[src/design/groupcast_retry_policy_manager_unit_defines.svh]
// Assertion macros included by the top-level unit.
`ifndef GROUPCAST_RETRY_POLICY_MANAGER_UNIT_DEFINES_SVH
`define GROUPCAST_RETRY_POLICY_MANAGER_UNIT_DEFINES_SVH

`ifndef ASSERT_OFF
// Checked outside reset.
`define GRPM_ASSERT(label, clk, rst, prop, msg) \
   label: assert property (@(posedge clk) disable iff (rst) prop) else $error(msg);
// Checked at every edge, reset included.
`define GRPM_ASSERT_ALWAYS(label, clk, prop, msg) \
   label: assert property (@(posedge clk) prop) else $error(msg);
`else
`define GRPM_ASSERT(label, clk, rst, prop, msg)
`define GRPM_ASSERT_ALWAYS(label, clk, prop, msg)
`endif

`endif

[src/design/grpm_pkg.sv]
package grpm_pkg;

   localparam int MAX_STATIONS = 32;
   localparam int IDX_W = (MAX_STATIONS > 1) ? $clog2(MAX_STATIONS) : 1;
   localparam int CNT_RAW_W = $clog2(MAX_STATIONS + 1);
   localparam int CNT_W = (CNT_RAW_W > 6) ? CNT_RAW_W : 6;
   localparam int ADDR_W = 48;

   localparam logic [7:0] RESET_RETRY_LIMIT = 8'd7;

   // command codes
   localparam logic [1:0] CMD_ASSOC    = 2'd0;
   localparam logic [1:0] CMD_DEASSOC  = 2'd1;
   localparam logic [1:0] CMD_CLASSIFY = 2'd2;
   localparam logic [1:0] CMD_KEEP     = 2'd3;

   // policy codes
   localparam logic [1:0] POL_NONE  = 2'd0;
   localparam logic [1:0] POL_UNSOL = 2'd1;
   localparam logic [1:0] POL_BA    = 2'd2;
   localparam logic [1:0] POL_SPARE = 2'd3;

   // status codes
   localparam logic [2:0] ST_OK         = 3'd0;
   localparam logic [2:0] ST_IGNORED    = 3'd1;
   localparam logic [2:0] ST_GCR_OFF    = 3'd2;
   localparam logic [2:0] ST_NO_MEMBERS = 3'd3;
   localparam logic [2:0] ST_TABLE_FULL = 3'd4;
   localparam logic [2:0] ST_DUPLICATE  = 3'd5;

   // register indexes (paddr[2])
   localparam logic REG_RETRY_POLICY = 1'b0;
   localparam logic REG_RETRY_LIMIT  = 1'b1;

   typedef enum logic [1:0] {
      FSM_IDLE,
      FSM_SCAN,
      FSM_FINISH
   } state_type;

   // search token handed from cell to cell
   typedef struct packed {
      logic              active;
      logic [ADDR_W-1:0] addr;
      logic              hit;
      logic [IDX_W-1:0]  hit_idx;
      logic              hit_cap;
      logic              free_ok;
      logic [IDX_W-1:0]  free_idx;
   } probe_type;

   // table update broadcast
   typedef struct packed {
      logic              en;
      logic              clear;
      logic [IDX_W-1:0]  idx;
      logic              cap;
      logic [ADDR_W-1:0] addr;
   } write_type;

endpackage

[src/design/grpm_cell.sv]
// One station table entry plus one stage of the search chain.
module grpm_cell (
   input  logic                      clock,
   input  logic                      reset,
   input  logic [grpm_pkg::IDX_W-1:0] cell_index,
   input  grpm_pkg::probe_type       prev_probe,
   output grpm_pkg::probe_type       next_probe,
   input  grpm_pkg::write_type       wr
);

   logic                         valid_ff;
   logic                         cap_ff;
   logic [grpm_pkg::ADDR_W-1:0]  addr_ff;
   grpm_pkg::probe_type          probe_ff;
   grpm_pkg::probe_type          probe_in;
   logic                         sel;
   logic                         match;

   assign sel   = wr.en && (wr.idx == cell_index);
   assign match = valid_ff && (addr_ff == prev_probe.addr);

   always_ff @(posedge clock) begin
      if (reset) begin
         valid_ff <= 1'b0;
      end else if (sel) begin
         valid_ff <= !wr.clear;
      end
   end

   always_ff @(posedge clock) begin
      if (sel && !wr.clear) begin
         cap_ff  <= wr.cap;
         addr_ff <= wr.addr;
      end
   end

   always_comb begin
      probe_in = prev_probe;
      if (!prev_probe.hit && match) begin
         probe_in.hit     = 1'b1;
         probe_in.hit_idx = cell_index;
         probe_in.hit_cap = cap_ff;
      end
      if (!prev_probe.free_ok && !valid_ff) begin
         probe_in.free_ok  = 1'b1;
         probe_in.free_idx = cell_index;
      end
   end

   always_ff @(posedge clock) begin
      if (reset) begin
         probe_ff <= '0;
      end else begin
         probe_ff <= probe_in;
      end
   end

   assign next_probe = probe_ff;

endmodule

[src/design/groupcast_retry_policy_manager_unit.sv]
// Groupcast retransmission policy manager.
// Request channel (req_*): one command per transfer - associate, deassociate,
// classify frame or keep-queued decision. Response channel (rsp_*): exactly one
// result transfer per request, in order. Both use valid/stall; a transfer
// completes on a clock edge with valid high and stall low.
// Classify and keep-queued requests go from idle straight to the finish state,
// which loads the result register once the output is free; associate and
// deassociate (unless the policy is no-ack) walk a chain of MAX_STATIONS cells
// one cell a cycle and capture the outcome at its end before finishing. One
// request is in flight at a time; the next request can be taken once the
// result register has loaded and the controller is back in idle.
// A finished result that the receiver stalls sits in the output register while
// the next request is taken and processed; that one then waits for the slot.
// Reset (synchronous) empties the table, zeroes the counts and the retry
// tracker, and sets retry_policy to no-ack and the retry limit to 7.
// Configuration: APB-style, always ready; write only while idle.
// 0x0 retry_policy (code 3 is stored as block ack), 0x4 retry limit.
`include "groupcast_retry_policy_manager_unit_defines.svh"

module groupcast_retry_policy_manager_unit (
   input  logic        clock,
   input  logic        reset,
   // request channel
   input  logic        req_valid,
   output logic        req_stall,
   input  logic [1:0]  req_cmd,
   input  logic [47:0] req_sta_addr,
   input  logic        req_gcr_capable,
   input  logic        req_frame_retry,
   input  logic        req_frame_amsdu,
   // response channel
   output logic        rsp_valid,
   input  logic        rsp_stall,
   output logic [1:0]  rsp_chosen_policy,
   output logic        rsp_use_concealment,
   output logic        rsp_keep_queued,
   output logic [2:0]  rsp_status,
   output logic [5:0]  rsp_member_count,
   output logic [5:0]  rsp_legacy_count,
   // configuration port
   input  logic        psel,
   input  logic        penable,
   input  logic        pwrite,
   input  logic [2:0]  paddr,
   input  logic [31:0] pwdata,
   output logic [31:0] prdata,
   output logic        pready
);

   localparam int N = grpm_pkg::MAX_STATIONS;
   localparam int CW = grpm_pkg::CNT_W;
   localparam int IW = grpm_pkg::IDX_W;

   // ---------------- configuration registers ----------------
   logic [1:0] policy_ff;
   logic [7:0] limit_ff;
   logic       cfg_wr;

   assign pready = 1'b1;
   assign cfg_wr = psel && penable && pwrite;

   always_ff @(posedge clock) begin
      if (reset) begin
         policy_ff <= grpm_pkg::POL_NONE;
         limit_ff  <= grpm_pkg::RESET_RETRY_LIMIT;
      end else if (cfg_wr) begin
         unique case (paddr[2])
            grpm_pkg::REG_RETRY_POLICY: begin
               policy_ff <= (pwdata[1:0] == grpm_pkg::POL_SPARE) ? grpm_pkg::POL_BA
                                                                  : pwdata[1:0];
            end
            grpm_pkg::REG_RETRY_LIMIT: limit_ff <= pwdata[7:0];
            default: ;
         endcase
      end
   end

   always_comb begin
      unique case (paddr[2])
         grpm_pkg::REG_RETRY_POLICY: prdata = {30'd0, policy_ff};
         grpm_pkg::REG_RETRY_LIMIT:  prdata = {24'd0, limit_ff};
         default:                    prdata = 32'd0;
      endcase
   end

   // ---------------- control and request state ----------------
   grpm_pkg::state_type state_ff, state_in;

   logic [1:0]  cmd_ff, cmd_in;
   logic [47:0] addr_ff, addr_in;
   logic        cap_ff, cap_in;
   logic        retry_ff, retry_in;
   logic        amsdu_ff, amsdu_in;

   // search outcome captured from the end of the chain
   logic          hit_ff, hit_in;
   logic [IW-1:0] hit_idx_ff, hit_idx_in;
   logic          hit_cap_ff, hit_cap_in;
   logic          free_ok_ff, free_ok_in;
   logic [IW-1:0] free_idx_ff, free_idx_in;

   logic          launch_ff, launch_in;
   grpm_pkg::write_type wr_ff, wr_in;

   logic [CW-1:0] cap_cnt_ff, cap_cnt_in;
   logic [CW-1:0] incap_cnt_ff, incap_cnt_in;
   logic [7:0]    attempt_ff, attempt_in;
   logic          tracked_ff, tracked_in;

   // output register
   logic        rsp_valid_ff, rsp_valid_in;
   logic [1:0]  rsp_policy_ff, rsp_policy_in;
   logic        rsp_conceal_ff, rsp_conceal_in;
   logic        rsp_keep_ff, rsp_keep_in;
   logic [2:0]  rsp_status_ff, rsp_status_in;
   logic [5:0]  rsp_member_ff, rsp_member_in;
   logic [5:0]  rsp_legacy_ff, rsp_legacy_in;

   logic accept;
   logic out_free;
   logic [7:0] attempt_nx;

   // ---------------- cell chain ----------------
   grpm_pkg::probe_type chain [N+1];
   grpm_pkg::probe_type probe_head;

   always_comb begin
      probe_head        = '0;
      probe_head.active = launch_ff;
      probe_head.addr   = addr_ff;
   end

   assign chain[0] = probe_head;

   for (genvar i = 0; i < N; i++) begin : g_cell
      grpm_cell u_cell (
         .clock      (clock),
         .reset      (reset),
         .cell_index (IW'(i)),
         .prev_probe (chain[i]),
         .next_probe (chain[i+1]),
         .wr         (wr_ff)
      );
   end

   assign req_stall = (state_ff != grpm_pkg::FSM_IDLE);
   assign accept    = req_valid && !req_stall;
   assign out_free  = !rsp_valid_ff || !rsp_stall;

   // ---------------- next state and results ----------------
   always_comb begin
      state_in       = state_ff;
      cmd_in         = cmd_ff;
      addr_in        = addr_ff;
      cap_in         = cap_ff;
      retry_in       = retry_ff;
      amsdu_in       = amsdu_ff;
      hit_in         = hit_ff;
      hit_idx_in     = hit_idx_ff;
      hit_cap_in     = hit_cap_ff;
      free_ok_in     = free_ok_ff;
      free_idx_in    = free_idx_ff;
      launch_in      = 1'b0;
      wr_in          = wr_ff;
      wr_in.en       = 1'b0;
      cap_cnt_in     = cap_cnt_ff;
      incap_cnt_in   = incap_cnt_ff;
      attempt_in     = attempt_ff;
      tracked_in     = tracked_ff;
      attempt_nx     = 8'd0;
      rsp_valid_in   = rsp_valid_ff && rsp_stall;
      rsp_policy_in  = rsp_policy_ff;
      rsp_conceal_in = rsp_conceal_ff;
      rsp_keep_in    = rsp_keep_ff;
      rsp_status_in  = rsp_status_ff;
      rsp_member_in  = rsp_member_ff;
      rsp_legacy_in  = rsp_legacy_ff;

      unique case (state_ff)
         grpm_pkg::FSM_IDLE: begin
            if (accept) begin
               cmd_in   = req_cmd;
               addr_in  = req_sta_addr;
               cap_in   = req_gcr_capable;
               retry_in = req_frame_retry;
               amsdu_in = req_frame_amsdu;
               // table commands need a walk unless the policy ignores them
               if ((req_cmd == grpm_pkg::CMD_ASSOC || req_cmd == grpm_pkg::CMD_DEASSOC)
                   && policy_ff != grpm_pkg::POL_NONE) begin
                  launch_in = 1'b1;
                  state_in  = grpm_pkg::FSM_SCAN;
               end else begin
                  state_in  = grpm_pkg::FSM_FINISH;
               end
            end
         end

         grpm_pkg::FSM_SCAN: begin
            if (chain[N].active) begin
               hit_in      = chain[N].hit;
               hit_idx_in  = chain[N].hit_idx;
               hit_cap_in  = chain[N].hit_cap;
               free_ok_in  = chain[N].free_ok;
               free_idx_in = chain[N].free_idx;
               state_in    = grpm_pkg::FSM_FINISH;
            end
         end

         grpm_pkg::FSM_FINISH: begin
            if (out_free) begin
               rsp_valid_in   = 1'b1;
               rsp_policy_in  = grpm_pkg::POL_NONE;
               rsp_conceal_in = 1'b0;
               rsp_keep_in    = 1'b0;
               rsp_status_in  = grpm_pkg::ST_OK;
               state_in       = grpm_pkg::FSM_IDLE;

               unique case (cmd_ff)
                  grpm_pkg::CMD_ASSOC: begin
                     if (policy_ff == grpm_pkg::POL_NONE) begin
                        rsp_status_in = grpm_pkg::ST_IGNORED;
                     end else if (hit_ff) begin
                        rsp_status_in = grpm_pkg::ST_DUPLICATE;
                     end else if (!free_ok_ff) begin
                        rsp_status_in = grpm_pkg::ST_TABLE_FULL;
                     end else begin
                        wr_in.en    = 1'b1;
                        wr_in.clear = 1'b0;
                        wr_in.idx   = free_idx_ff;
                        wr_in.cap   = cap_ff;
                        wr_in.addr  = addr_ff;
                        if (cap_ff) begin
                           cap_cnt_in = cap_cnt_ff + CW'(1);
                        end else begin
                           incap_cnt_in = incap_cnt_ff + CW'(1);
                        end
                     end
                  end

                  grpm_pkg::CMD_DEASSOC: begin
                     if (policy_ff == grpm_pkg::POL_NONE) begin
                        rsp_status_in = grpm_pkg::ST_IGNORED;
                     end else if (hit_ff) begin
                        wr_in.en    = 1'b1;
                        wr_in.clear = 1'b1;
                        wr_in.idx   = hit_idx_ff;
                        wr_in.cap   = 1'b0;
                        wr_in.addr  = addr_ff;
                        if (hit_cap_ff) begin
                           cap_cnt_in = cap_cnt_ff - CW'(1);
                        end else begin
                           incap_cnt_in = incap_cnt_ff - CW'(1);
                        end
                     end
                  end

                  grpm_pkg::CMD_CLASSIFY: begin
                     if (retry_ff || incap_cnt_ff == '0) begin
                        rsp_policy_in = policy_ff;
                     end
                     if (policy_ff == grpm_pkg::POL_NONE) begin
                        rsp_status_in = grpm_pkg::ST_GCR_OFF;
                     end else if (cap_cnt_ff == '0) begin
                        rsp_status_in = grpm_pkg::ST_NO_MEMBERS;
                     end else if (incap_cnt_ff == '0 || amsdu_ff || retry_ff) begin
                        rsp_conceal_in = 1'b1;
                     end
                  end

                  grpm_pkg::CMD_KEEP: begin
                     if (policy_ff == grpm_pkg::POL_NONE) begin
                        rsp_status_in = grpm_pkg::ST_GCR_OFF;
                     end else if (cap_cnt_ff == '0) begin
                        rsp_status_in = grpm_pkg::ST_NO_MEMBERS;
                     end else if (policy_ff == grpm_pkg::POL_BA) begin
                        rsp_keep_in = !retry_ff && (incap_cnt_ff != '0);
                     end else begin
                        // unsolicited retry: count attempts of the same frame
                        attempt_nx = (!tracked_ff || !retry_ff) ? 8'd0 : attempt_ff + 8'd1;
                        if (attempt_nx == limit_ff) begin
                           tracked_in  = 1'b0;
                           attempt_in  = 8'd0;
                           rsp_keep_in = 1'b0;
                        end else begin
                           tracked_in  = 1'b1;
                           attempt_in  = attempt_nx;
                           rsp_keep_in = 1'b1;
                        end
                     end
                  end

                  default: ;
               endcase

               rsp_member_in = cap_cnt_in[5:0];
               rsp_legacy_in = incap_cnt_in[5:0];
            end
         end

         default: state_in = grpm_pkg::FSM_IDLE;
      endcase
   end

   // ---------------- registers ----------------
   always_ff @(posedge clock) begin
      if (reset) begin
         state_ff     <= grpm_pkg::FSM_IDLE;
         launch_ff    <= 1'b0;
         wr_ff        <= '0;
         cap_cnt_ff   <= '0;
         incap_cnt_ff <= '0;
         attempt_ff   <= 8'd0;
         tracked_ff   <= 1'b0;
         rsp_valid_ff <= 1'b0;
      end else begin
         state_ff     <= state_in;
         launch_ff    <= launch_in;
         wr_ff        <= wr_in;
         cap_cnt_ff   <= cap_cnt_in;
         incap_cnt_ff <= incap_cnt_in;
         attempt_ff   <= attempt_in;
         tracked_ff   <= tracked_in;
         rsp_valid_ff <= rsp_valid_in;
      end
   end

   // payload, no reset
   always_ff @(posedge clock) begin
      cmd_ff         <= cmd_in;
      addr_ff        <= addr_in;
      cap_ff         <= cap_in;
      retry_ff       <= retry_in;
      amsdu_ff       <= amsdu_in;
      hit_ff         <= hit_in;
      hit_idx_ff     <= hit_idx_in;
      hit_cap_ff     <= hit_cap_in;
      free_ok_ff     <= free_ok_in;
      free_idx_ff    <= free_idx_in;
      rsp_policy_ff  <= rsp_policy_in;
      rsp_conceal_ff <= rsp_conceal_in;
      rsp_keep_ff    <= rsp_keep_in;
      rsp_status_ff  <= rsp_status_in;
      rsp_member_ff  <= rsp_member_in;
      rsp_legacy_ff  <= rsp_legacy_in;
   end

   assign rsp_valid           = rsp_valid_ff;
   assign rsp_chosen_policy   = rsp_policy_ff;
   assign rsp_use_concealment = rsp_conceal_ff;
   assign rsp_keep_queued     = rsp_keep_ff;
   assign rsp_status          = rsp_status_ff;
   assign rsp_member_count    = rsp_member_ff;
   assign rsp_legacy_count    = rsp_legacy_ff;

   // ---------------- assertions ----------------
   // station counts never exceed the table depth
   `GRPM_ASSERT(a_count_bound, clock, reset, ((CW+1)'(cap_cnt_ff) + (CW+1)'(incap_cnt_ff)) <= (CW+1)'(N), "station count exceeds table depth")
   // a search token only leaves the chain while the controller waits for it
   `GRPM_ASSERT(a_chain_in_scan, clock, reset, chain[N].active |-> (state_ff == grpm_pkg::FSM_SCAN), "search token outside scan")
   // table updates are issued only when a result is committed
   `GRPM_ASSERT(a_write_after_finish, clock, reset, wr_ff.en |-> $past(state_ff == grpm_pkg::FSM_FINISH), "table write without commit")
   // a launch always starts a scan
   `GRPM_ASSERT_ALWAYS(a_launch_scan, clock, (!reset && launch_ff) |-> (state_ff == grpm_pkg::FSM_SCAN), "launch outside scan")

endmodule
[config.mk]
export PLATFORM = sky130hd
export DESIGN_NAME = groupcast_retry_policy_manager_unit
export DESIGN_NICKNAME = d
export VERILOG_FILES = /design/src/design/grpm_pkg.sv /design/src/design/grpm_cell.sv /design/src/design/groupcast_retry_policy_manager_unit.sv
export VERILOG_INCLUDE_DIRS = /design/src /design/src/design
export SDC_FILE = /design/constraint.sdc
export NUM_CORES = 2
export LEC_CHECK = 0
export CAP_MARGIN = 20
export CORE_ASPECT_RATIO = 1.25
export CORE_MARGIN = 2
export CORE_UTILIZATION = 45
export DETAILED_ROUTE_END_ITERATION = 8
export DONT_BUFFER_PORTS = 1
export PLACE_DENSITY = 0.67
export SLEW_MARGIN = 10
export SYNTH_ARGS = -nofsm -noshare
export SYNTH_HDL_FRONTEND = slang
export SYNTH_SLANG_ARGS = --single-unit
[constraint.sdc]
create_clock -name clock -period 6.9 [get_ports clock]
set_clock_uncertainty 0.2 [all_clocks]
set_input_delay 0.69 -clock clock [delete_from_list [all_inputs] [get_ports clock]]
set_output_delay 0.69 -clock clock [all_outputs]
set_load 0.1 [all_outputs]
# == Word-level counts from Yosys, hierarchy flattened ==
# Cells that the tools add are included.
# totals
reg_bits,3712
latchBits,0
mem_bits_rw,0
mem_bits_ro,0
inputBits,95
output_inout_bits,54
word_cells,968
mem_count,0
# classes
n_addsub,5
n_mul,0
n_div,0
order_cmp,0
n_eq_ne,80
shift,0
n_mux,108
bitwise_logic,11
reduce_logical,355
# ops
op,n
48-bit equality test,32
56-bit two-way mux,5
6-bit two-way mux,46
7-bit two-way mux,32
1-bit logical AND,164
2-bit OR reduction,62
56-bit one-hot mux with 2 select lines,1
1-bit logical NOT,99
5-bit equality test (second input constant),16
32-bit one-hot mux with 2 select lines,1
5-bit by 4-bit equality test with 1-bit output (second input constant),8
6-bit one-hot mux with 2 select lines,2
5-bit by 3-bit equality test with 1-bit output (second input constant),4
8-bit two-way mux,2
2-bit two-way mux,7
2-bit != test (second input constant),7
6-bit by 1-bit adder with 6-bit output (second input constant),2
6-bit logical NOT,2
2-bit AND reduction,6
3-bit OR reduction,4
6-bit by 1-bit subtractor with 6-bit output (second input constant),2
1-bit NOT,11
2-bit equality test (second input constant),5
5-bit by 2-bit equality test with 1-bit output (second input constant),2
other kinds (17),37

# == Logic depth before layout (Yosys ltp) ==
# logic_depth
depth_word,6
mapped_depth,9
ltp_nobuf,8

# == Modules after synthesis ==
# Synthesis repeated with hierarchy kept, for this count alone.
# unflattened
cells_unflattened,9707
area_unflattened_um2,132190.5
# modules_own_cells
module,instances,cells_each,area_per_inst_um2,seq_area_each_um2
grpm_cell,32,282,3906.2,2732.6
groupcast_retry_policy_manager_unit,1,683,7190.6,4374.2

# == Least setup slack after synthesis ==
# Ideal clock, no wire load.
# synth_timing
kind,flip-flop to flip-flop
start,register wr_ff[49] (netlist bit)
end,"register g_cell[4].u_cell.addr_ff[0] (netlist bit), enable pin"
setup_ns,0.516
t_arrival_ns,4.249
required_ns,6.184
slack_ns,1.935
stages_incl_launch_ff,4
path_buffers,1
period_less_slack_ns,4.965
path_cell_list,dfxtp_1 or2_2 clkbuf_1 nor3_1
# synth_via
elab_chain_len,3
# synth_rtl
item,line_no,source
from (decl),groupcast_retry_policy_manager_unit.sv:103,"grpm_pkg::write_type wr_ff, wr_in;"
from (signal assigned),groupcast_retry_policy_manager_unit.sv:318,wr_ff <= wr_in;
5-bit by 3-bit equality test with 1-bit output,grpm_cell.sv:19,assign sel = wr.en && (wr.idx == cell_index);
1-bit logical AND,grpm_cell.sv:19,
1-bit logical AND,grpm_cell.sv:31,if (sel && !wr.clear) begin
to (signal assigned),grpm_cell.sv:33,addr_ff <= wr.addr;
to (decl),grpm_cell.sv:13,logic [grpm_pkg::ADDR_W-1:0] addr_ff;
# Every way passes these cells.
# A chain may end at the register's enable or synchronous reset.

# == Worst setup path after layout ==
# layout_timing
start,register policy_ff[1]
end,register wr_ff[34] (netlist bit)
# layout_via
elab_chain_len,3
word_cells_on_any_way,4
cone_classes,2 x eq/ne; 2 x reduce/logical
# layout_rtl
item,line_no,source
from (decl),groupcast_retry_policy_manager_unit.sv:55,logic [1:0] policy_ff;
from (signal assigned),groupcast_retry_policy_manager_unit.sv:64,policy_ff <= grpm_pkg::POL_NONE;
from (signal assigned),groupcast_retry_policy_manager_unit.sv:69,policy_ff <= (pwdata[1:0] == grpm_pkg::POL_SPARE) ? grpm_pkg::POL_BA
2-bit logical NOT *,"groupcast_retry_policy_manager_unit.sv:220, groupcast_retry_policy_manager_unit.sv:241",
2-bit != test (no line),n/a,
8-bit AND reduction (no line) *,n/a,
# Mark *: on every way between the ends. The rest lies on a longest branch, timed or not.

==> results.yml <==
die:
  start_util_pct: 45.21
  pin_count: 149
  die_w_um: 475.6
  die_h_um: 593.5
  rows: 216
  core_region_area_um2: 276700
  dieArea_um2: 282300
yosys:
  syn_area_per_cell_um2: 13.61
  yosysTopAreaCell: "edfxtp_1"
  synth-seq-area-share_pct: 71.63
  ys_async_sr_fraction_pct: 0
  synth_cell_types: 86
  synth_ff_type: "dfxtp_1"
  synth_edf_count: 1653
  synth.most_common_cell: "dfxtp_1"
  synth_top_area_share_pct: 39.67
  ys_seq_elements: 3650
  syn_area_um2: 125100
  yosys-top-cells-area: "edfxtp_1 (40%), dfxtp_1 (32%), nor2b_1 (7.5%)"
  syn_inst: 9192
  ys_warn_count: 0
  yosys-top-cells-count: "dfxtp_1 (1997), edfxtp_1 (1653), nor2b_1 (1502)"
pwr:
  vdd_ir_drop_max_mv: 0.1943
  p_leak_uw: 0.05531
  power.density_nw_per_um2: 300.4
setup_path:
  cp.required_ns: 7.52
  start_kind: "flip-flop"
  path_class: "flip-flop to flip-flop"
  crit_fanout: 35
  cp.arrival_ns: 4.31
  cp-end-kind: "flip-flop"
route:
  wl_per_cell_um: 26.43
  post_drt_via_cell_ratio: 5.207
  firstDrtPassIters: 6
  vias: 70177
  drc_errors: 0
  routed_wl_um: 356200
  drt_iter0_drc: 6702
  antenna_left: 0
clock_network:
  ctsResizeCount: 0
  cts_sinks: 3650
  clk_path_buf_depth: 4
  cts-hold-fix-buffers: 69
  clk_latency_ns: 0.92
  cts_root_buf: "clkbuf_16"
  cts_tree: "built"
  post_cts.repair.setup_buffers: 0
  cts_inserted_buffers: 350
  cts.clk_slew.worst_paths_ns: 0.06
  h-tree-depth: 5
hold_path:
  hp-class: "input port to flip-flop"
cells_and_area:
  fin_nets: 9564
  regArea_um2: 89690
  fillCellCount: 23155
  syn_to_final_growth_pct: 13.80
  drive_gt1_share_pct: 7.828
  multiInputGateArea_um2: 33460
  final_cell_count_no_fill: 13478
placed_design:
  dp.cells: 12742
  port_buffers: 0
  hpwl_um: 234800
  gp_congestion: 0.8970
timing:
  fin_crit_ns: 3.687
  fin_crit_sh_pct: 53.44
  setup-tns-final_ns: 0
  drv_slew: 0
  finalSetupViolCount: 0
  worstMarginPinSlew_ns: 1.268
  fmax_mhz: 271.2
  rsz0062_at_grt: "no"
  maxSlewHeadroom_pct: 15.48
  hold_violations: 0
run_status:
  status: "finished clean"
grt:
  grt_max_degree: 220
  globalRouteOverflowTotal: 0
  grt_usage_pct: 24.88
  grt_pass1_wl_um: 502200
  grt_antenna_before_repair: 38
  grt_pass1_vias: 70323
flow_run:
  cap_violations: 0
## power by group
part	internal, uW	switching (uW)	leakage, uW
Combinational	154	424	0.0146
Clock	11300	8190	0.00575
Sequential	22500	146	0.0349
## cells in the final DEF (no fill, tap or decap), types with 38 or more instances in the layout
cell type         n
xor2_1          461
clkinv_2         46
buf_4            99
inv_1           308
nor3b_1          44
nand2b_1         54
and2_1           38
clkbuf_1         84
nor4_1          187
o22ai_1          39
nand2_1         189
nand3_1          70
nand4_1         297
nor2_1          415
xnor2_1         913
clkbuf_16       362
a21oi_1         243
dfxtp_1        1947
dfxtp_2          47
edfxtp_1       1653
dlygate4sd3_1    69
and3_1           42
nor2b_1        1502
clkbuf_8         54
nor3_1           42
## state kept, by name (all words and copies together), names as in the netlist, 6 cells and up
| signal | count |
|---|---|
| g_cell.u_cell.cap_ff | 32 |
| rsp_member_count | 6 |
| attempt_ff | 8 |
| g_cell.u_cell.valid_ff | 32 |
| cap_cnt_ff | 6 |
| wr_ff | 56 |
| incap_cnt_ff | 6 |
| addr_ff | 48 |
| g_cell.u_cell.next_probe | 1874 |
| rsp_legacy_count | 6 |
| limit_ff | 8 |
| g_cell.u_cell.addr_ff | 1536 |
## worst paths after layout
check,start,end,slack [ns],cells after the start
worst max-delay path,policy_ff[1]$_SDFFE_PP0P_,wr_ff[34]$_SDFFE_PP0P_,3.21,7
worst min-delay path,paddr[2],limit_ff[1]$_SDFFE_PP1P_,0.06,3
worst max register to register,policy_ff[1]$_SDFFE_PP0P_,wr_ff[34]$_SDFFE_PP0P_,3.21,7
worst min register to register,g_cell[31].u_cell.next_probe[2]$_SDFF_PP0_,free_idx_ff[2]$_DFFE_PP_,0.20,0
## metal layers
| layer | GRT usage, % | routed length [um] | vias up | part of all wire (%) |
|---|---|---|---|---|
| li1 | - | - | 31867 | - |
| met1 | 28.84 | 131200 | 34974 | 37 |
| met2 | 45.29 | 187800 | 2623 | 53 |
| met3 | 3.466 | 20690 | 713 | 5.8 |
| met4 | 10.99 | 16590 | 0 | 4.7 |
| met5 | 0 | 0 | - | 0 |
## worst max-delay path: stages (launching register included)
cell and delay, ns:
dfxtp_1 0.81, o21bai_2 0.30, nor2_2 0.50, nor2_1 0.14
nor2_4 0.76, buf_4 0.55, nand2_1 0.12, a21oi_1 0.16
## layout make-up
type                    instances  area share (%)
flip-flops and latches       3650           62.99
multi-input cells            4962           23.50
clock buffers                 500           7.105
well taps                    3706           3.257
repair buffers                179           1.156
clock inverters               150           1.135
inverters                     319          0.8418
diodes                         12         0.02109
## kinds of logic (layout without fill, tap and decap cells)
family | after synthesis | after routing | share of synthesized area, %
AO/OA/AOI/OAI | 537 | 537 | 2.830
XOR/XNOR | 1374 | 1374 | 9.618
adder cells (fa/ha/maj) | 7 | 7 | 0.07000
buffers and inverters | 603 | 1148 | 1.892
flip-flops | 3650 | 3650 | 71.63
multiplexers | 7 | 7 | 0.05900
other | 2 | 37 | 0.006002
AND/OR/NAND/NOR | 3012 | 3012 | 13.90
## per-stage QoR
stage	util [%]	total power (uW)	setup WS [ns]	instance area (um2)	hold slack [ns]
after global placement	46.92	23680	3.209	129900	0.1860
final	51.45	42770	3.213	142400	0.06412
after global routing	51.44	43870	3.119	142400	0.03855
after CTS	51.41	42950	3.287	142300	0.002641
after floorplan	-	23520	1.935	125200	0.1855
after detailed placement	46.92	23690	3.232	129900	0.1887
No activity file was read; power rests on OpenSTA's default activity.
